<file path="config.mk">
export PLATFORM = sky130hd
export DESIGN_NAME = spk_round
export DESIGN_NICKNAME = d
export VERILOG_FILES = /design/src/hw/rtl/spk_pkg.sv /design/src/hw/rtl/spk_round.sv
export SDC_FILE = /design/constraint.sdc
export NUM_CORES = 1
export LEC_CHECK = 0
export BUFFER_PORTS_ARGS = -buffer_cell sky130_fd_sc_hd__buf_2
export CAP_MARGIN = 0
export CORE_UTILIZATION = 40
export CTS_CLUSTER_SIZE = 25
export DETAILED_ROUTE_END_ITERATION = 8
export PLACE_DENSITY = 0.66
export SETUP_SLACK_MARGIN = 0.02
export SYNTH_ARGS = -nofsm -noshare
export SYNTH_HDL_FRONTEND = slang
export SYNTH_SLANG_ARGS = --single-unit
</file>
<file path="constraint.sdc">
create_clock -name aclk -period 3 [get_ports aclk]
set_input_delay 0.45 -clock aclk [delete_from_list [all_inputs] [get_ports aclk]]
set_output_delay 0.45 -clock aclk [all_outputs]
set_load 0.01 [all_outputs]
</file>
<file path="src/hw/rtl/spk_pkg.sv">
package spk_pkg;

    // fixed widths of the ports
    localparam int DATA_BITS = 32;
    localparam int KEY_REGS  = 4;
    localparam int KEY_IDX_BITS = $clog2(KEY_REGS);

    // rotation amounts of the round
    localparam int ALPHA = 8;
    localparam int BETA  = 3;

    // defaults for the top level parameters
    localparam int WORD_BITS_DEF = 32;
    localparam int KEY_WORDS_DEF = 4;
    localparam int ROUNDS_DEF    = 27;

    // action codes
    localparam logic ACT_ENC = 1'b0;
    localparam logic ACT_DEC = 1'b1;

    typedef struct packed {
        logic valid;
        logic action;
    } stage_ctl_t;

endpackage

</file>
<file path="src/hw/rtl/spk_round.sv">
module spk_round #(
    parameter int WORD_BITS = spk_pkg::WORD_BITS_DEF
) (
    input  logic                   aclk,
    input  logic                   aresetn,
    input  logic                   en,
    input  spk_pkg::stage_ctl_t    ctl_in,
    input  logic [WORD_BITS-1:0]   x_in,
    input  logic [WORD_BITS-1:0]   y_in,
    input  logic [WORD_BITS-1:0]   key_enc,
    input  logic [WORD_BITS-1:0]   key_dec,
    output spk_pkg::stage_ctl_t    ctl_out,
    output logic [WORD_BITS-1:0]   x_out,
    output logic [WORD_BITS-1:0]   y_out
);
    import spk_pkg::*;

    stage_ctl_t             ctl_reg;
    logic [WORD_BITS-1:0]   x_reg;
    logic [WORD_BITS-1:0]   y_reg;
    logic [WORD_BITS-1:0]   x_next;
    logic [WORD_BITS-1:0]   y_next;

    logic [WORD_BITS-1:0]   fx_rot;
    logic [WORD_BITS-1:0]   fy_rot;
    logic [WORD_BITS-1:0]   fx;
    logic [WORD_BITS-1:0]   iy_xor;
    logic [WORD_BITS-1:0]   iy;
    logic [WORD_BITS-1:0]   ix_diff;

    always_comb begin
        // forward round
        fx_rot  = {x_in[ALPHA-1:0], x_in[WORD_BITS-1:ALPHA]};
        fx      = (fx_rot + y_in) ^ key_enc;
        fy_rot  = {y_in[WORD_BITS-1-BETA:0], y_in[WORD_BITS-1:WORD_BITS-BETA]};
        // inverse round
        iy_xor  = y_in ^ x_in;
        iy      = {iy_xor[BETA-1:0], iy_xor[WORD_BITS-1:BETA]};
        ix_diff = (x_in ^ key_dec) - iy;
        if (ctl_in.action == ACT_DEC) begin
            x_next = {ix_diff[WORD_BITS-1-ALPHA:0], ix_diff[WORD_BITS-1:WORD_BITS-ALPHA]};
            y_next = iy;
        end else begin
            x_next = fx;
            y_next = fy_rot ^ fx;
        end
    end

    always_ff @(posedge aclk) begin
        if (!aresetn) begin
            ctl_reg <= '0;
        end else if (en) begin
            ctl_reg <= ctl_in;
        end
    end

    always_ff @(posedge aclk) begin
        if (en && ctl_in.valid) begin
            x_reg <= x_next;
            y_reg <= y_next;
        end
    end

    assign ctl_out = ctl_reg;
    assign x_out   = x_reg;
    assign y_out   = y_reg;

endmodule

</file>
==> results by group <==
Synthesis
  • Mux contribution to synthesized area: 3.29%
  • Share of the synthesized netlist area taken by xor and xnor gates: 22.8%
  • Synth Area in Adders: 11.4%
  • Count of flip-flops with a built-in enable after synthesis: 64
  • Combined area of all synthesized cells: 7150 um2
  • Compound-Gate Fraction of Synth Area: a little over a fifth
  • Async SR Flop Fraction: 0%
  • Share of the yosys chip area belonging to registers: 27.5%
  • Top FF cell, synth: edfxtp_1
  • Average cell area after synthesis: 9.14 um2
  • Number of instances in the synthesized netlist: ~800
  • Synthesis-stage register bit count: 66
  • Number of distinct library cells after synthesis: 67
  • Nets in the synthesized netlist: 979
  • Dominant combinational cell family by area after synthesis: XOR/XNOR gates
  • Yosys warnings: 0
  • Synthesized-area fraction occupied by and/or/nand/nor cells: 11.5%

Pwr
  • Static power due to leakage: 4.92 nW
  • IR drop worst, VDD: ~0.24 mV
  • Ratio of total power to cell area: between 500 and 600 nW/um2
  • Overall Power: 5.30 mW

Critical path
  • Critical path buffers and inverters: 4
  • CP delay by family, top: compound AO/OA/AOI/OAI gates
  • Required time at the worst-slack endpoint: a little over 3 ns
  • Critical path data arrival time: roughly 3 ns
  • Delay of the slowest cell on the worst path: 0.34 ns
  • Cells along the critical path: buf_2 -> xnor2_2 -> buf_4 -> ha_4 -> inv_2 -> fa_2 -> a21o_1 -> and4_1 -> o21ai_2 -> o31a_4 -> o41ai_4 -> buf_4 -> a2111oi_4 -> o21bai_2 -> xnor2_1 -> mux2i_1
  • Reg2Reg Launch Point: ctl_out[1]$_SDFFE_PN0P_
  • Most numerous cell on the critical path: buf_4
  • Kind of critical path: input port to flip-flop
  • Endpoint type of the worst setup path: flip-flop
  • Slowest library cell on the worst path: o41ai_4
  • Maximum fanout along the worst path: 5
  • Origin of the worst setup path: x_in[0]
  • Startpoint type of the worst setup path: input port

Drt
  • Detail-routed net length per standard cell: 19.7 um
  • Vias per cell: 5.44
  • Antenna viol nets, final: 0
  • Detailed-route via count: about 7800
  • Iter 0 DRT Violations: 651
  • DRT Pass-1 Iters: 8
  • DR DRC count: 0
  • Routed Wire Length: 28000 um

Clock network
  • TritonCTS clock tree: yes
  • H-tree depth: 3
  • Register clock-pin slew on the reported worst setup and hold paths: 0.06 ns
  • Number of clock sinks: 66
  • CTS buffer count: 9
  • Clk_lat worst skew: 0.33 ns
  • Bufs on Longest Clock Path: 2
  • Clock root buffer master: clkbuf_16

Die
  • Area of the die: 18400 um2
  • Height of the die: 136 um
  • I/O pin total: 199
  • Std-Cell Rows: 48
  • Core area: 17400 um2
  • Floorplan die width: 136 um
  • Effective utilization at floorplan: 41.2%

Placed design
  • IO buf count: 198
  • GP Congestion: 0.949
  • Post-detailed-placement half-perimeter wirelength: approximately 24000 um

Global routing
  • Aggregate global-route resource usage: 30.6%
  • Vias in the first global route: around 7400
  • Wire length of the first global-routing pass: between 40000 and 50000 um
  • Largest net degree at the start of global routing: 66
  • Global route overflow: 0
  • Antenna violations before repair: 0

Timing
  • Share of the cycle needed by the critical path after routing: 97.8%
  • Clock Skews: 0 ns
  • Final sum of negative setup slack: 0 ns
  • Relative slew slack: 42.9%
  • Tightest Pin Transition: roughly 0.86 ns
  • Time the final worst path needs with I/O delays and setup: 2.93 ns
  • Count of pins over their slew limit: 0
  • Unrepaired setup endpoints after global routing: true
  • Final-report setup violation count: 0
  • Number of hold-slack violations in the final timing report: 0
  • Maximum achievable frequency: roughly 340 MHz

Finish
  • Diodes inserted: 0
  • Final Net Count: 1392
  • Post-synthesis to final-layout area growth: 48.4%
  • Fraction of final layout cells sized beyond drive strength 1: a little over 40%
  • Filler instances: about 1600
  • Utilization after layout: approximately three fifths

Job
  • Max Cap Viol: 0

Min path
  • HP Class: input port to flip-flop
  • Startpoint of the tightest hold check path: aresetn

Outcome
  • Result of the run: completed
## worst reg2reg max path, stage by stage, from the launching register on
cell and delay [ns]:
dfxtp_1 0.30, nor2b_1 0.12, o21a_1 0.16
## synth_stat cells, types with 2 or more instances
cell type / number / area share [%]
a21oi_1: 80 / 5.6
inv_1: 11 / 0.58
xor2_1: 62 / 7.6
nand3_1: 11 / 0.77
edfxtp_1: 64 / 27
o21ai_0: 20 / 1.4
o211ai_1: 9 / 0.95
nor4_1: 2 / 0.18
nor2_1: 61 / 3.2
nor3_1: 7 / 0.49
o21ai_1: 18 / 1.3
nand2_1: 48 / 2.5
o21bai_1: 7 / 0.74
nor2b_1: 7 / 0.61
dfxtp_1: 2 / 0.56
o21a_1: 12 / 1.3
nand2b_1: 7 / 0.61
and2_1: 4 / 0.35
o22ai_1: 2 / 0.18
or4_1: 2 / 0.21
and3_1: 5 / 0.44
a2111oi_0: 3 / 0.37
fa_1: 2 / 0.56
buf_1: 6 / 0.32
clkbuf_1: 23 / 1.2
ha_1: 62 / 11
xnor2_1: 124 / 15
nand4_1: 11 / 0.96
a211oi_1: 8 / 0.84
buf_2: 2 / 0.14
a31oi_1: 7 / 0.61
a2111oi_2: 2 / 0.42
mux2i_1: 19 / 2.7
o31ai_1: 3 / 0.32
a211o_1: 4 / 0.49
and4_1: 2 / 0.25
mux2_2: 3 / 0.47
a21o_1: 31 / 3.3
## timing repair
item                                   CTS  global route
setup endpoints to repair                4            18
pin swaps                                7            11
cloned                                   0             0
resized for setup                        7            24
hold buffers                             0             0
endpoints found under the hold margin    0             0
buffers inserted                         0             6
## layout make-up
| type | instances | area [um2] | area share [%] |
|---|---|---|---|
| sequential | 66 | 1960 | 18.5 |
| inverter | 11 | 41.3 | 0.389 |
| multi-input combinational | 674 | 5200 | 49.1 |
| clock inverter | 6 | 90.1 | 0.850 |
| tap | 225 | 282 | 2.65 |
| clock buffer | 10 | 229 | 2.16 |
| timing repair buffer | 433 | 2800 | 26.4 |
## metal layers
layer	track usage, %	routed length (um)	vias up
met5	0	0	-
met2	49.5	13000	356
met1	42.6	12200	3687
li1	-	-	3675
met3	2.54	2090	41
met4	10.4	808	0
## cell families after synthesis
group / count (synthesis)
AO/OA/AOI/OAI: 228
AND/OR/NAND/NOR: 173
adder cells (fa/ha/maj): 64
flip-flops: 66
multiplexers: 23
buffers and inverters: 42
XOR/XNOR: 186
## path summary, 6_finish.rpt
check | cells past startpoint | to | slack [ns]
setup / recovery | 16 | x_out[6]$_DFFE_PP_ | 0.07
hold / removal | 2 | ctl_out[1]$_SDFFE_PN0P_ | 0.33
setup reg to reg | 2 | ctl_out[1]$_SDFFE_PN0P_ | 2.32
hold reg to reg | 2 | ctl_out[0]$_SDFFE_PN0P_ | 0.53
## flip-flops by register name (all words and copies together) (netlist names)
signal / flops
ctl_out: 2
x_out: 32
y_out: 32
## per-stage QoR
step | area (um2) | cells | hold slack (ns) | setup WS (ns)
after floorplan | 7150 | 782 | 0.538 | 0.0643
after global placement | 10100 | 1403 | 0.509 | -0.365
after detailed placement | 10100 | 1403 | 0.518 | -0.446
after CTS | 10400 | 1419 | 0.330 | 0.0240
after global routing | 10600 | 1425 | 0.346 | -0.0188
final | 10600 | 1425 | 0.333 | 0.0667
## cell usage in the layout, fill, tap and decap left out, types with 16 or more instances in the layout
| cell | Yosys | final |
|---|---|---|
| o21ai_1 | 18 | 16 |
| xor2_1 | 62 | 61 |
| nand2_1 | 48 | 48 |
| xnor2_1 | 124 | 120 |
| mux2i_1 | 19 | 19 |
| a21oi_1 | 80 | 75 |
| a21o_1 | 31 | 31 |
| buf_4 | 0 | 233 |
| edfxtp_1 | 64 | 64 |
| o21ai_0 | 20 | 20 |
| ha_1 | 62 | 61 |
| nor2_1 | 61 | 60 |
| buf_2 | 2 | 197 |
## report_power, final
group | internal, mW | switching, mW | leakage, nW
Combinational | 1.42 | 1.51 | 4.15
Sequential | 1.19 | 0.0332 | 0.621
Clock | 0.731 | 0.421 | 0.153
Total | 3.34 | 1.97 | 4.92
No activity file was read; power rests on OpenSTA's default activity.
