### config.mk
export PLATFORM = sky130hd
export DESIGN_NAME = spk_key_sched
export DESIGN_NICKNAME = d
export VERILOG_FILES = /design/src/hw/rtl/spk_pkg.sv /design/src/hw/rtl/spk_key_sched.sv
export SDC_FILE = /design/constraint.sdc
export NUM_CORES = 1
export LEC_CHECK = 0
export BUFFER_PORTS_ARGS = -buffer_cell sky130_fd_sc_hd__buf_2
export CAP_MARGIN = 10
export CORE_AREA = 2 2 346 348
export DETAILED_ROUTE_END_ITERATION = 6
export DIE_AREA = 0 0 348 350
export GPL_TIMING_DRIVEN = 0
export SYNTH_ARGS = -nofsm -noshare
export SYNTH_HDL_FRONTEND = slang
export SYNTH_SLANG_ARGS = --single-unit
### constraint.sdc
create_clock -name aclk -period 11.8 [get_ports aclk]
set_input_delay 0 -clock aclk [delete_from_list [all_inputs] [get_ports aclk]]
set_output_delay 0 -clock aclk [all_outputs]
set_load 0.02 [all_outputs]
### src/hw/rtl/spk_pkg.sv
package spk_pkg;

    // fixed widths of the ports
    localparam int DATA_BITS = 32;
    localparam int KEY_REGS  = 4;
    localparam int KEY_IDX_BITS = $clog2(KEY_REGS);

    // rotation amounts of the round
    localparam int ALPHA = 8;
    localparam int BETA  = 3;

    // defaults for the top level parameters
    localparam int WORD_BITS_DEF = 32;
    localparam int KEY_WORDS_DEF = 4;
    localparam int ROUNDS_DEF    = 27;

    // action codes
    localparam logic ACT_ENC = 1'b0;
    localparam logic ACT_DEC = 1'b1;

    typedef struct packed {
        logic valid;
        logic action;
    } stage_ctl_t;

endpackage

### src/hw/rtl/spk_key_sched.sv
module spk_key_sched #(
    parameter int WORD_BITS = spk_pkg::WORD_BITS_DEF,
    parameter int KEY_WORDS = spk_pkg::KEY_WORDS_DEF,
    parameter int ROUNDS    = spk_pkg::ROUNDS_DEF
) (
    input  logic                            aclk,
    input  logic                            aresetn,
    input  logic                            cfg_we,
    input  logic [spk_pkg::KEY_IDX_BITS-1:0] cfg_index,
    input  logic [spk_pkg::DATA_BITS-1:0]   cfg_data,
    output logic                            keys_ready,
    output logic [WORD_BITS-1:0]            round_key [ROUNDS]
);
    import spk_pkg::*;

    localparam int STEP_BITS = $clog2(ROUNDS);
    localparam int RING      = KEY_WORDS - 1;

    typedef enum logic [1:0] {KS_LOAD, KS_RUN, KS_DONE} ks_state_t;

    ks_state_t              st_reg;
    logic [STEP_BITS-1:0]   step_reg;
    logic [DATA_BITS-1:0]   key_reg  [KEY_REGS];
    logic [WORD_BITS-1:0]   ring_reg [RING];
    logic [WORD_BITS-1:0]   cur_reg;
    logic [WORD_BITS-1:0]   rk_reg   [ROUNDS];

    logic [WORD_BITS-1:0]   rc;
    logic [WORD_BITS-1:0]   ring_rot;
    logic [WORD_BITS-1:0]   ring_next;
    logic [WORD_BITS-1:0]   cur_next;

    // one speck round on (ring head, current key) with the step number as key
    always_comb begin
        rc        = WORD_BITS'(step_reg);
        ring_rot  = {ring_reg[0][ALPHA-1:0], ring_reg[0][WORD_BITS-1:ALPHA]};
        ring_next = (ring_rot + cur_reg) ^ rc;
        cur_next  = {cur_reg[WORD_BITS-1-BETA:0], cur_reg[WORD_BITS-1:WORD_BITS-BETA]}
                    ^ ring_next;
    end

    always_ff @(posedge aclk) begin
        if (!aresetn) begin
            st_reg   <= KS_LOAD;
            step_reg <= '0;
            for (int i = 0; i < KEY_REGS; i++) begin
                key_reg[i] <= '0;
            end
        end else if (cfg_we) begin
            key_reg[cfg_index] <= cfg_data;
            st_reg             <= KS_LOAD;
        end else begin
            case (st_reg)
                KS_LOAD: begin
                    cur_reg   <= WORD_BITS'(key_reg[0]);
                    rk_reg[0] <= WORD_BITS'(key_reg[0]);
                    for (int k = 0; k < RING; k++) begin
                        ring_reg[k] <= WORD_BITS'(key_reg[k+1]);
                    end
                    step_reg <= '0;
                    st_reg   <= KS_RUN;
                end
                KS_RUN: begin
                    cur_reg <= cur_next;
                    for (int k = 0; k < RING - 1; k++) begin
                        ring_reg[k] <= ring_reg[k+1];
                    end
                    ring_reg[RING-1] <= ring_next;
                    rk_reg[STEP_BITS'(step_reg + 1'b1)] <= cur_next;
                    step_reg <= STEP_BITS'(step_reg + 1'b1);
                    if (step_reg == STEP_BITS'(ROUNDS - 2)) begin
                        st_reg <= KS_DONE;
                    end
                end
                KS_DONE: begin
                    st_reg <= KS_DONE;
                end
                default: begin
                    st_reg <= KS_LOAD;
                end
            endcase
        end
    end

    assign keys_ready = (st_reg == KS_DONE);
    assign round_key  = rk_reg;

endmodule

==> key figures, run 1 <==
Pwr
  – Int Power: 0.00703 W
  – Sw Pwr: 0.00225 W
  – Register share of total power: 51.3%
  – P per Cell Area: 180 nW/µm²
  – Pleak: 19.2 nW
  – Peak supply drop: 117 µV
  – Overall power: 0.00928 W
  – Switch share: 24.2%
  – Gate power share: 9.9%
  – Clock share of power: 38.8%

Worst setup path
  – Worst Path Arrival: 4.47 ns
  – Largest fanout on the critical path: 16
  – Startpoint Class: flip-flop
  – CP required: 12.15 ns
  – Element type at the critical path end: flip-flop
  – Setup CP Type: flip-flop to flip-flop

Timing
  – Max-slew headroom: 16.4%
  – Fmax: 0.242 GHz
  – Setup_tns: 0 ns
  – Hold Fails Final Rpt: 0
  – RSZ-0062 raised after global routing: false
  – Shortest period the worst path allows: 4.13 ns
  – Final setup fails: 0
  – Worst-Margin Slew: 1.25 ns
  – Min setup slack post-route: 7.67 ns
  – Final setup skew: 0.0571 ns
  – Tcrit/Tclk final: 35.0%
  – Slew Viols, Final: 0

Synthesis
  – Syn_area_per_cell: 19.1 µm²
  – Synth unique cells: 70
  – Register area share after synthesis: 85.9%
  – Seq cells post-synth: 1127
  – Synth Instances: 2058
  – Synth top area cells: edfxtp_1, nand2_1, and2_1
  – Fraction of registers with async set/reset: 0%
  – Ys flop type: edfxtp_1
  – Synth area leader: edfxtp_1
  – YS warnings: 0
  – Synth cell count leaders: edfxtp_1, nand2_1, and2_1
  – Post-synth EDFFs: 1120
  – Yosys top cell area share: 85.5%
  – Most numerous cell in the Yosys netlist: edfxtp_1
  – Cell Area, Synth: 39300 µm²
  – Syn nets: 2134

Clock tree
  – Root Buffer: clkbuf_16
  – CTS max path bufs: 3
  – TritonCTS clock tree: done
  – Worst-path clk slew: 0.06 ns
  – Clk_lat worst skew: 0.71 ns
  – TritonCTS Buffers: 114
  – Cts repair resizes: 0
  – H-tree levels: 3
  – Clock net sink count: 1127

Layout
  – Share of layout cells above drive strength 1: 38.1%
  – Final nets: 3258
  – Max reg flops: 864
  – FILL cells: 10400
  – Post-layout util: 43.8%
  – Finished Layout Cells: 4816
  – Area delta synth->final: 31.2%

Run
  – Max-cap violations: 0

GRT
  – First-pass GRT wire length: 178 mm
  – Initial antenna violation count: 12
  – Gr ovfl total: 0
  – Number of global-route vias before repair: 22400
  – Total track usage: 21.0%
  – Largest net degree at the start of global routing: 33

Detailed routing
  – First-pass iteration count of the detailed router: 7
  – Final ANT Viol Nets: 0
  – Via-to-Cell Ratio: 4.82
  – Via Count: 23200
  – Routed wire length: 132 mm
  – Mean routed wirelength per cell: 27.5 µm
  – Initial DRC count: 2297
  – DR DRC count: 0

Placement
  – DP HPWL: 95.5 mm
  – Place WS: 7.78 ns
  – Port buffer count: 901
  – GP Congestion: 0.886
  – Placed cell count: 4561

Floorplanning
  – Core area: 118000 µm²
  – Die Area: 122000 µm²
  – Die width: 348 µm
  – Initial core utilization: 33.4%
  – Ports: 902
  – # rows: 126
  – Die height: 350 µm

Run status
  – Status: completed

Hold path
  – Hold crit path type: primary input to flip-flop
-- per-stage QoR --
stage,hold WS [ns],cell area [µm²]
floorplan,0.198,39300
global placement,0.325,45800
detailed placement,0.332,47400
CTS,0.0989,51500
global route,0.172,51600
finish,0.155,51600
-- worst max-delay path: stages, from the launching register on --
cell	delay (ns)
dfxtp_1	0.31
inv_1	0.09
ha_1	0.14
clkbuf_1	0.46
and2_1	0.31
clkbuf_1	0.66
nand2_1	0.65
nor2_4	0.65
buf_16	0.23
buf_12	0.19
-- area by class of cell --
type	instances	area (µm²)	share of cell area [%]
antenna	4	10.0	0.0194
buffer	63	272	0.526
clock buffer	130	2930	5.69
clock inverter	80	820	1.59
inverter	26	97.6	0.189
multi-input combinational	842	5510	10.7
sequential	1127	33800	65.4
tap	1536	1920	3.72
timing repair buffer	1008	6270	12.1
-- power groups by stage --
stage,Combinational [W],Clock [W],Sequential (W)
2_1_floorplan,0.000364,0,0.00485
3_3_place_gp,0.000772,0,0.00487
3_5_place_dp,0.000891,0,0.00485
4_1_cts,0.000903,0.00367,0.00476
5_1_grt,0.000974,0.00382,0.00477
6_report,0.000915,0.00360,0.00476
-- per-layer routing --
layer	track usage [%]	part of all wire [%]	vias up
met5	0	0.042	-
met4	7.18	3.1	10
met3	4.03	6.6	206
met2	37.5	52	1099
met1	25.3	38	11900
li1	-	-	9977
-- layout by cell type, fill, tap and decap left out, drive strengths merged, types with 8 or more instances in the layout --
cell type and instances:
a211oi 10, a21o 11, a21oi 45, and2 122, and3 33, buf 984, bufinv 12, clkbuf 180
clkinv 59, dlygate4sd3 37, edfxtp 1120, ha 38, inv 31, mux2 21, nand2 273, nand3 12
nor2 65, nor2b 13, o211ai 8, o21ai 44, xnor2 44, xor2 27
-- cells by family (layout without fill, tap and decap cells) --
group	count (synthesis)	after routing	share of synthesized area, %
other cells	0	4	0
flops	1127	1127	85.9
xor+xnor	79	79	2.06
compound gates	149	149	2.54
fa+ha+maj	39	39	1.26
mux	22	22	0.636
simple gates	553	553	6.68
buf+inv	89	1307	0.939
-- timing repair --
item / CTS / global route
setup buffers: 0 / 0
endpoints found under the setup margin: 0 / 0
hold buffers: 37 / 0
endpoints found under the hold margin: 131 / 0
-- final timing paths --
check,startpoint,endpoint,slack [ns],cells after the start
hold / removal,cfg_data[19],key_reg[2][19],0.15,3
hold reg to reg,ring_reg[0][89],ring_reg[0][57],0.51,2
setup / recovery,st_reg[1],round_key[525],7.67,9
setup reg to reg,st_reg[1],round_key[525],7.67,9
Note: power is estimated with default switching activity, not from simulation.
==> run 2: changes to the inputs <==
--- a/config.mk
+++ b/config.mk
@@ -5,11 +5,12 @@
 export SDC_FILE = /design/constraint.sdc
 export NUM_CORES = 1
 export LEC_CHECK = 0
+export ABC_AREA = 1
 export BUFFER_PORTS_ARGS = -buffer_cell sky130_fd_sc_hd__buf_2
 export CAP_MARGIN = 10
-export CORE_AREA = 2 2 346 348
+export CORE_AREA = 2 2 349 351
 export DETAILED_ROUTE_END_ITERATION = 6
-export DIE_AREA = 0 0 348 350
+export DIE_AREA = 0 0 351 353
 export GPL_TIMING_DRIVEN = 0
 export SYNTH_ARGS = -nofsm -noshare
 export SYNTH_HDL_FRONTEND = slang
==> constraint.sdc (replaced) <==
create_clock -name aclk -period 3.4 [get_ports aclk]
set_input_delay 0 -clock aclk [delete_from_list [all_inputs] [get_ports aclk]]
set_output_delay 0 -clock aclk [all_outputs]
set_load 0.02 [all_outputs]
==> run 2 against run 1 <==
Against the previous run:
- via count grew 6.8%
- utilization is essentially flat
- synthesized area grew 1.6%
- global-route usage shrank 0.23 points
- combinational power grew to 3.3 times the previous value
- clock skew grew 0.0039 ns
- critical path depth shrank 1
- largest cell class unchanged
==> key figures, run 2 <==
Worst setup path
  – Worst reg2reg path depth: 8
  – Crit. Startpoint: cur_reg[5]
  – Largest fanout on the critical path: 26
  – Worst Path Arrival: 3.56 ns
  – CP top delay family: buffers and inverters
  – CP required: 3.74 ns
  – CP Capture Point: round_key[295]
  – Setup CP Type: flip-flop to flip-flop
  – Element type at the critical path end: flip-flop
  – RR Startpoint: cur_reg[5]
  – Worst path depth: 8
  – Worst path cell trace: ha_1 -> nand2_2 -> inv_1 -> a21oi_1 -> nand2_2 -> xor2_2 -> xnor2_1 -> inv_1
  – Delay of the slowest critical-path stage: 0.91 ns
  – R2R Setup Slk: 0.18 ns
  – Reg-to-reg endpoint: round_key[295]
  – CP bufs+invs: 2
  – Slowest cell on the critical path: inv_1
  – Startpoint Class: flip-flop

GRT
  – Initial antenna violation count: 5
  – Largest net degree at the start of global routing: 35
  – Number of global-route vias before repair: 23600
  – Gr ovfl total: 0
  – First-pass GRT wire length: 180 mm
  – Total track usage: 20.8%

Detailed routing
  – Mean routed wirelength per cell: 24.7 µm
  – Initial DRC count: 2183
  – Final ANT Viol Nets: 0
  – First-pass iteration count of the detailed router: 7
  – Via-to-Cell Ratio: 4.62
  – Via Count: 24800
  – Routed wire length: 133 mm
  – DR DRC count: 0

Layout
  – Multi-input gate area: 5630 µm²
  – Final Instance Area: 52800 µm²
  – Most common cell after layout, fill and taps aside: edfxtp_1
  – Final nets: 3725
  – Max reg flops: 864
  – Register area: 33800 µm²
  – Area delta synth->final: 32.2%
  – Share of layout cells above drive strength 1: 34.4%
  – Finished Layout Cells: 5371
  – Most frequent cells in the layout: edfxtp_1, buf_2, nand2_1, inv_1, nor2_1
  – FILL cells: 10800

Run status
  – Status: completed

Timing
  – Worst-Margin Slew: 1.25 ns
  – Slew Viols, Final: 0
  – Final setup skew: 0.0610 ns
  – RSZ-0062 raised after global routing: false
  – Final setup fails: 0
  – Max-slew headroom: 16.5%
  – Fmax: 0.311 GHz
  – Hold Fails Final Rpt: 0
  – Tcrit/Tclk final: 94.7%
  – Shortest period the worst path allows: 3.22 ns

Placement
  – GP Congestion: 0.899
  – DP HPWL: 96.5 mm
  – Port buffer count: 900
  – Placed cell count: 5074
  – Area after DPL: 48200 µm²

Synthesis
  – YS warnings: 0
  – Synth top area cells: edfxtp_1, nand2_1, nor2_1
  – Yosys top cell area share: 84.1%
  – Most numerous cell in the Yosys netlist: edfxtp_1
  – Synth cell count leaders: edfxtp_1, nand2_1, nor2_1
  – Syn_area_per_cell: 16.1 µm²
  – Fraction of registers with async set/reset: 0%
  – Seq cells post-synth: 1127
  – Synth unique cells: 40
  – Synth area leader: edfxtp_1
  – Synth Instances: 2489
  – Post-synth EDFFs: 1120
  – Register area share after synthesis: 84.5%
  – Syn nets: 2565
  – Ys flop type: edfxtp_1
  – Cell Area, Synth: 40000 µm²

Pwr
  – Switch share: 24.1%
  – Sw Pwr: 0.00760 W
  – Peak supply drop: 429 µV
  – Clock share of power: 38.6%
  – Pleak: 20.8 nW
  – Register share of total power: 51.8%
  – Int Power: 0.0240 W
  – P per Cell Area: 597 nW/µm²
  – Gate power share: 9.6%

Floorplanning
  – Initial core utilization: 33.1%
  – Core area: 121000 µm²
  – Ports: 902
  – Die Area: 124000 µm²
  – Die height: 353 µm
  – # rows: 128
  – Die width: 351 µm

Clock tree
  – Root Buffer: clkbuf_16
  – Clock net sink count: 1127
  – Worst-path clk slew: 0.06 ns
  – TritonCTS Buffers: 111
  – TritonCTS clock tree: done
  – H-tree levels: 3
  – Clk_lat worst skew: 0.75 ns
  – CTS max path bufs: 3

Hold path
  – Worst hold stages: 4
  – Hold crit path type: primary input to flip-flop

Run
  – Max-cap violations: 0
[run 2: cell types whose count changed after synthesis, sizes merged, moves of 33 or more]
cell / delta
and2: -120
nor2: +145
nand3: +89
nand2: +364
inv: +178
and3: -33
[run 2: metrics by stage]
step / util [%] / hold WS, ns / power, W / worst slack [ns] / setup TNS [ns]
floorplan: - / 0.182 / 0.0179 / 0.221 / 0
global placement: 38.6 / 0.368 / 0.0192 / -3.31 / -2432.48
detailed placement: 40.0 / 0.369 / 0.0196 / -0.618 / -225.34
CTS: 43.8 / 0.113 / 0.0318 / -0.00756 / -0.0726
global route: 43.8 / 0.177 / 0.0325 / 0.00351 / 0
finish: 43.8 / 0.178 / 0.0316 / 0.180 / 0
[run 2: timing repair]
action,in CTS,in global routing
gates resized for setup,3,7
pin swaps,26,1
endpoints found under the setup margin,781,229
buffers inserted,47,2
hold endpoints to repair,160,0
gates cloned,0,0
hold buffers,38,0
[run 2: power by group through the flow]
stage | Sequential (W) | Clock (W) | Combinational, W
5_1_grt | 0.0164 | 0.0129 | 0.00325
2_1_floorplan | 0.0167 | 0 | 0.00125
4_1_cts | 0.0164 | 0.0124 | 0.00305
6_report | 0.0164 | 0.0122 | 0.00302
3_3_place_gp | 0.0167 | 0 | 0.00253
3_5_place_dp | 0.0166 | 0 | 0.00299
[run 2: cell type report]
type                    instances  share of cell area, %
multi-input cells            1111                   10.7
repair buffers               1047                   12.9
clock buffers                 136                   5.43
inverters                     205                   1.46
plain buffers                  46                  0.381
diodes                          3                 0.0142
flip-flops and latches       1127                   63.9
clock inverters                71                   1.45
well taps                    1625                   3.85
[run 2: routing by layer]
metal | vias up | GRT usage (%) | share of wire [%]
met5 | - | 0 | 0
met4 | 0 | 7.27 | 3.2
met3 | 183 | 4.10 | 7.6
met2 | 1170 | 36.8 | 52
met1 | 12400 | 25.0 | 38
li1 | 11100 | - | -
[run 2: cells by family after synthesis]
logic type	count (synthesis)	share of synthesized area (%)
DFF	1127	84.5
and+or+nand+nor	965	9.78
buffers and inverters	251	2.42
AOI/OAI and AO/OA	63	0.877
xor gates and xnor gates	44	1.18
adders and majority gates	39	1.24
[run 2: worst min path at each step]
stage | start | slack (ns) | to
2_1_floorplan | cfg_we | 0.18 | st_reg[0]
3_3_place_gp | cfg_data[20] | 0.37 | key_reg[1][20]
3_5_place_dp | cfg_data[20] | 0.37 | key_reg[2][20]
4_1_cts | cfg_data[18] | 0.11 | key_reg[3][18]
5_1_grt | cfg_data[6] | 0.18 | key_reg[2][6]
6_report | cfg_data[16] | 0.18 | key_reg[2][16]
[run 2: worst reg2reg max path, stage by stage (launching register included)]
cell	delay [ns]
edfxtp_1	0.50
ha_1	0.41
nand2_2	0.15
inv_1	0.07
a21oi_1	0.17
nand2_2	0.13
xor2_2	0.29
xnor2_1	0.16
inv_1	0.91
==> run 3: changes to the inputs <==
==> constraint.sdc (replaced) <==
create_clock -name aclk -period 3.65 [get_ports aclk]
set_input_delay 0 -clock aclk [delete_from_list [all_inputs] [get_ports aclk]]
set_output_delay 0 -clock aclk [all_outputs]
set_load 0.02 [all_outputs]
==> run 3 against run 2 <==
Against the previous run:
- power fell by 6.9%
- combinational power is 7.3% lower
- sequential share of layout area hardly changed
- count of clock-buffer cells in the layout did not move
- register-to-register slack got worse by 0.07 ns
- maximum frequency shrank 9.0%
- first-iteration DRC count grew 1.5%
==> key figures, run 3 (synthesis gave the netlist of run 2 again) <==
Detailed routing
  – Mean routed wirelength per cell: 24.6 µm
  – Met2 wire length: 68.2 mm
  – Final ANT Viol Nets: 0
  – Via-to-Cell Ratio: 4.62
  – Via Count: 24800
  – Routed wire length: 132 mm
  – DR top layer: met4
  – Initial DRC count: 2216
  – Routed length on met3: 9.89 mm
  – Met1 wire length: 49.9 mm
  – DR DRC count: 0
  – First-pass iteration count of the detailed router: 5

Layout
  – FILL cells: 10800
  – Multi-input gate area: 5600 µm²
  – Final Instance Area: 52800 µm²
  – Register area: 33800 µm²
  – Share of layout cells above drive strength 1: 34.3%
  – Post-layout util: 43.8%
  – Most frequent cells in the layout: edfxtp_1, buf_2, nand2_1, inv_1, nor2_1
  – Final nets: 3728
  – Max reg flops: 864
  – Most common cell after layout, fill and taps aside: edfxtp_1
  – Area delta synth->final: 32.2%

Worst setup path
  – Startpoint Class: flip-flop
  – Element type at the critical path end: flip-flop
  – Largest fanout on the critical path: 11
  – Worst reg2reg path depth: 10
  – CP top delay family: buffers and inverters
  – Worst Path Arrival: 3.94 ns
  – Worst path depth: 10
  – Setup CP Type: flip-flop to flip-flop
  – CP bufs+invs: 6
  – Delay of the slowest critical-path stage: 0.54 ns
  – CP required: 4.05 ns
  – Slowest cell on the critical path: nand2_1
  – Worst path cell trace: inv_1 -> ha_1 -> buf_2 -> clkinv_1 -> nor2_4 -> buf_2 -> nand2_1 -> nor2_4 -> buf_16 -> buf_16

Timing
  – Shortest period the worst path allows: 3.54 ns
  – Tcrit/Tclk final: 96.9%
  – Worst-Margin Slew: 1.28 ns
  – RSZ-0062 raised after global routing: false
  – Max-slew headroom: 14.4%
  – Final setup skew: 0.0616 ns
  – Fmax: 0.283 GHz
  – Slew Viols, Final: 0
  – Hold Fails Final Rpt: 0
  – Final setup fails: 0

GRT
  – Initial antenna violation count: 5
  – Gr ovfl total: 0
  – Total track usage: 20.7%
  – Number of global-route vias before repair: 23500
  – First-pass GRT wire length: 180 mm
  – Largest net degree at the start of global routing: 35

Floorplanning
  – Ports: 902
  – Die height: 353 µm
  – # rows: 128
  – Initial core utilization: 33.1%
  – Core area: 121000 µm²
  – Die Area: 124000 µm²
  – Die width: 351 µm

Placement
  – GP Congestion: 0.899
  – Area after DPL: 48200 µm²
  – DP HPWL: 96.5 mm
  – Port buffer count: 900

Pwr
  – Peak supply drop: 400 µV
  – P per Cell Area: 557 nW/µm²
  – Pleak: 20.8 nW

Clock tree
  – CTS max path bufs: 3
  – H-tree levels: 3
  – TritonCTS clock tree: done
  – Clock net sink count: 1127
  – Root Buffer: clkbuf_16
  – Worst-path clk slew: 0.06 ns
  – TritonCTS Buffers: 111
  – Cts repair resizes: 0
  – Clk_lat worst skew: 0.75 ns

Run
  – Max-cap violations: 0

Hold path
  – Hold crit path type: primary input to flip-flop
  – Worst hold stages: 4

Run status
  – Status: completed
-- run 3: worst register-to-register path, stage by stage, from the launching register on --
cell and delay (ns):
dfxtp_1 0.32, inv_1 0.10, ha_1 0.15, buf_2 0.21, clkinv_1 0.28, nor2_4 0.44, buf_2 0.47, nand2_1 0.54
nor2_4 0.34, buf_16 0.20, buf_16 0.16
-- run 3: final timing paths --
kind | start | to | slack [ns]
max | st_reg[1] | round_key[408] | 0.11
min | cfg_data[16] | key_reg[2][16] | 0.18
max reg2reg | st_reg[1] | round_key[408] | 0.11
min reg2reg | key_reg[1][7] | ring_reg[0][7] | 0.51
-- run 3: metal layers --
metal	vias to the layer above	global-route usage [%]
met2	1151	36.8
met4	0	7.27
met5	-	0
met1	12400	25.0
li1	11100	-
met3	191	4.08
-- run 3: area by class of cell --
type	instances	share of cell area (%)
Antenna cell	3	0.0142
Buffer	46	0.377
Clock buffer	136	5.44
Clock inverter	71	1.45
Inverter	205	1.46
Multi-Input combinational cell	1111	10.6
Sequential cell	1127	63.9
Tap cell	1625	3.85
Timing Repair Buffer	1050	12.9
-- run 3: where the power goes --
| part | switching, W | total [W] | leakage [nW] | internal, W |
|---|---|---|---|---|
| registers | 0.0000981 | 0.0152 | 10.3 | 0.0151 |
| logic | 0.00208 | 0.00280 | 8.74 | 0.000714 |
| clock network | 0.00489 | 0.0114 | 1.77 | 0.00647 |
-- run 3: metrics by stage --
step           hold slack, ns  instances  worst slack (ns)  total power, W  TNS (ns)
2_1_floorplan           0.182       2489             0.471          0.0167         0
3_3_place_gp            0.368       5014             -3.06          0.0179  -2087.55
3_5_place_dp            0.369       5074            -0.368          0.0183    -65.37
4_1_cts                 0.113       5358            0.0514          0.0296         0
5_1_grt                 0.177       5371           0.00251          0.0303         0
6_report                0.180       5374             0.112          0.0294         0
-- run 3: what timing repair did --
action                                  CTS  global route
pin swaps                                22             4
endpoints found under the setup margin  448            89
hold buffers                             38             0
setup buffers                            39            13
endpoints found under the hold margin   160             0
gates cloned                              0             0
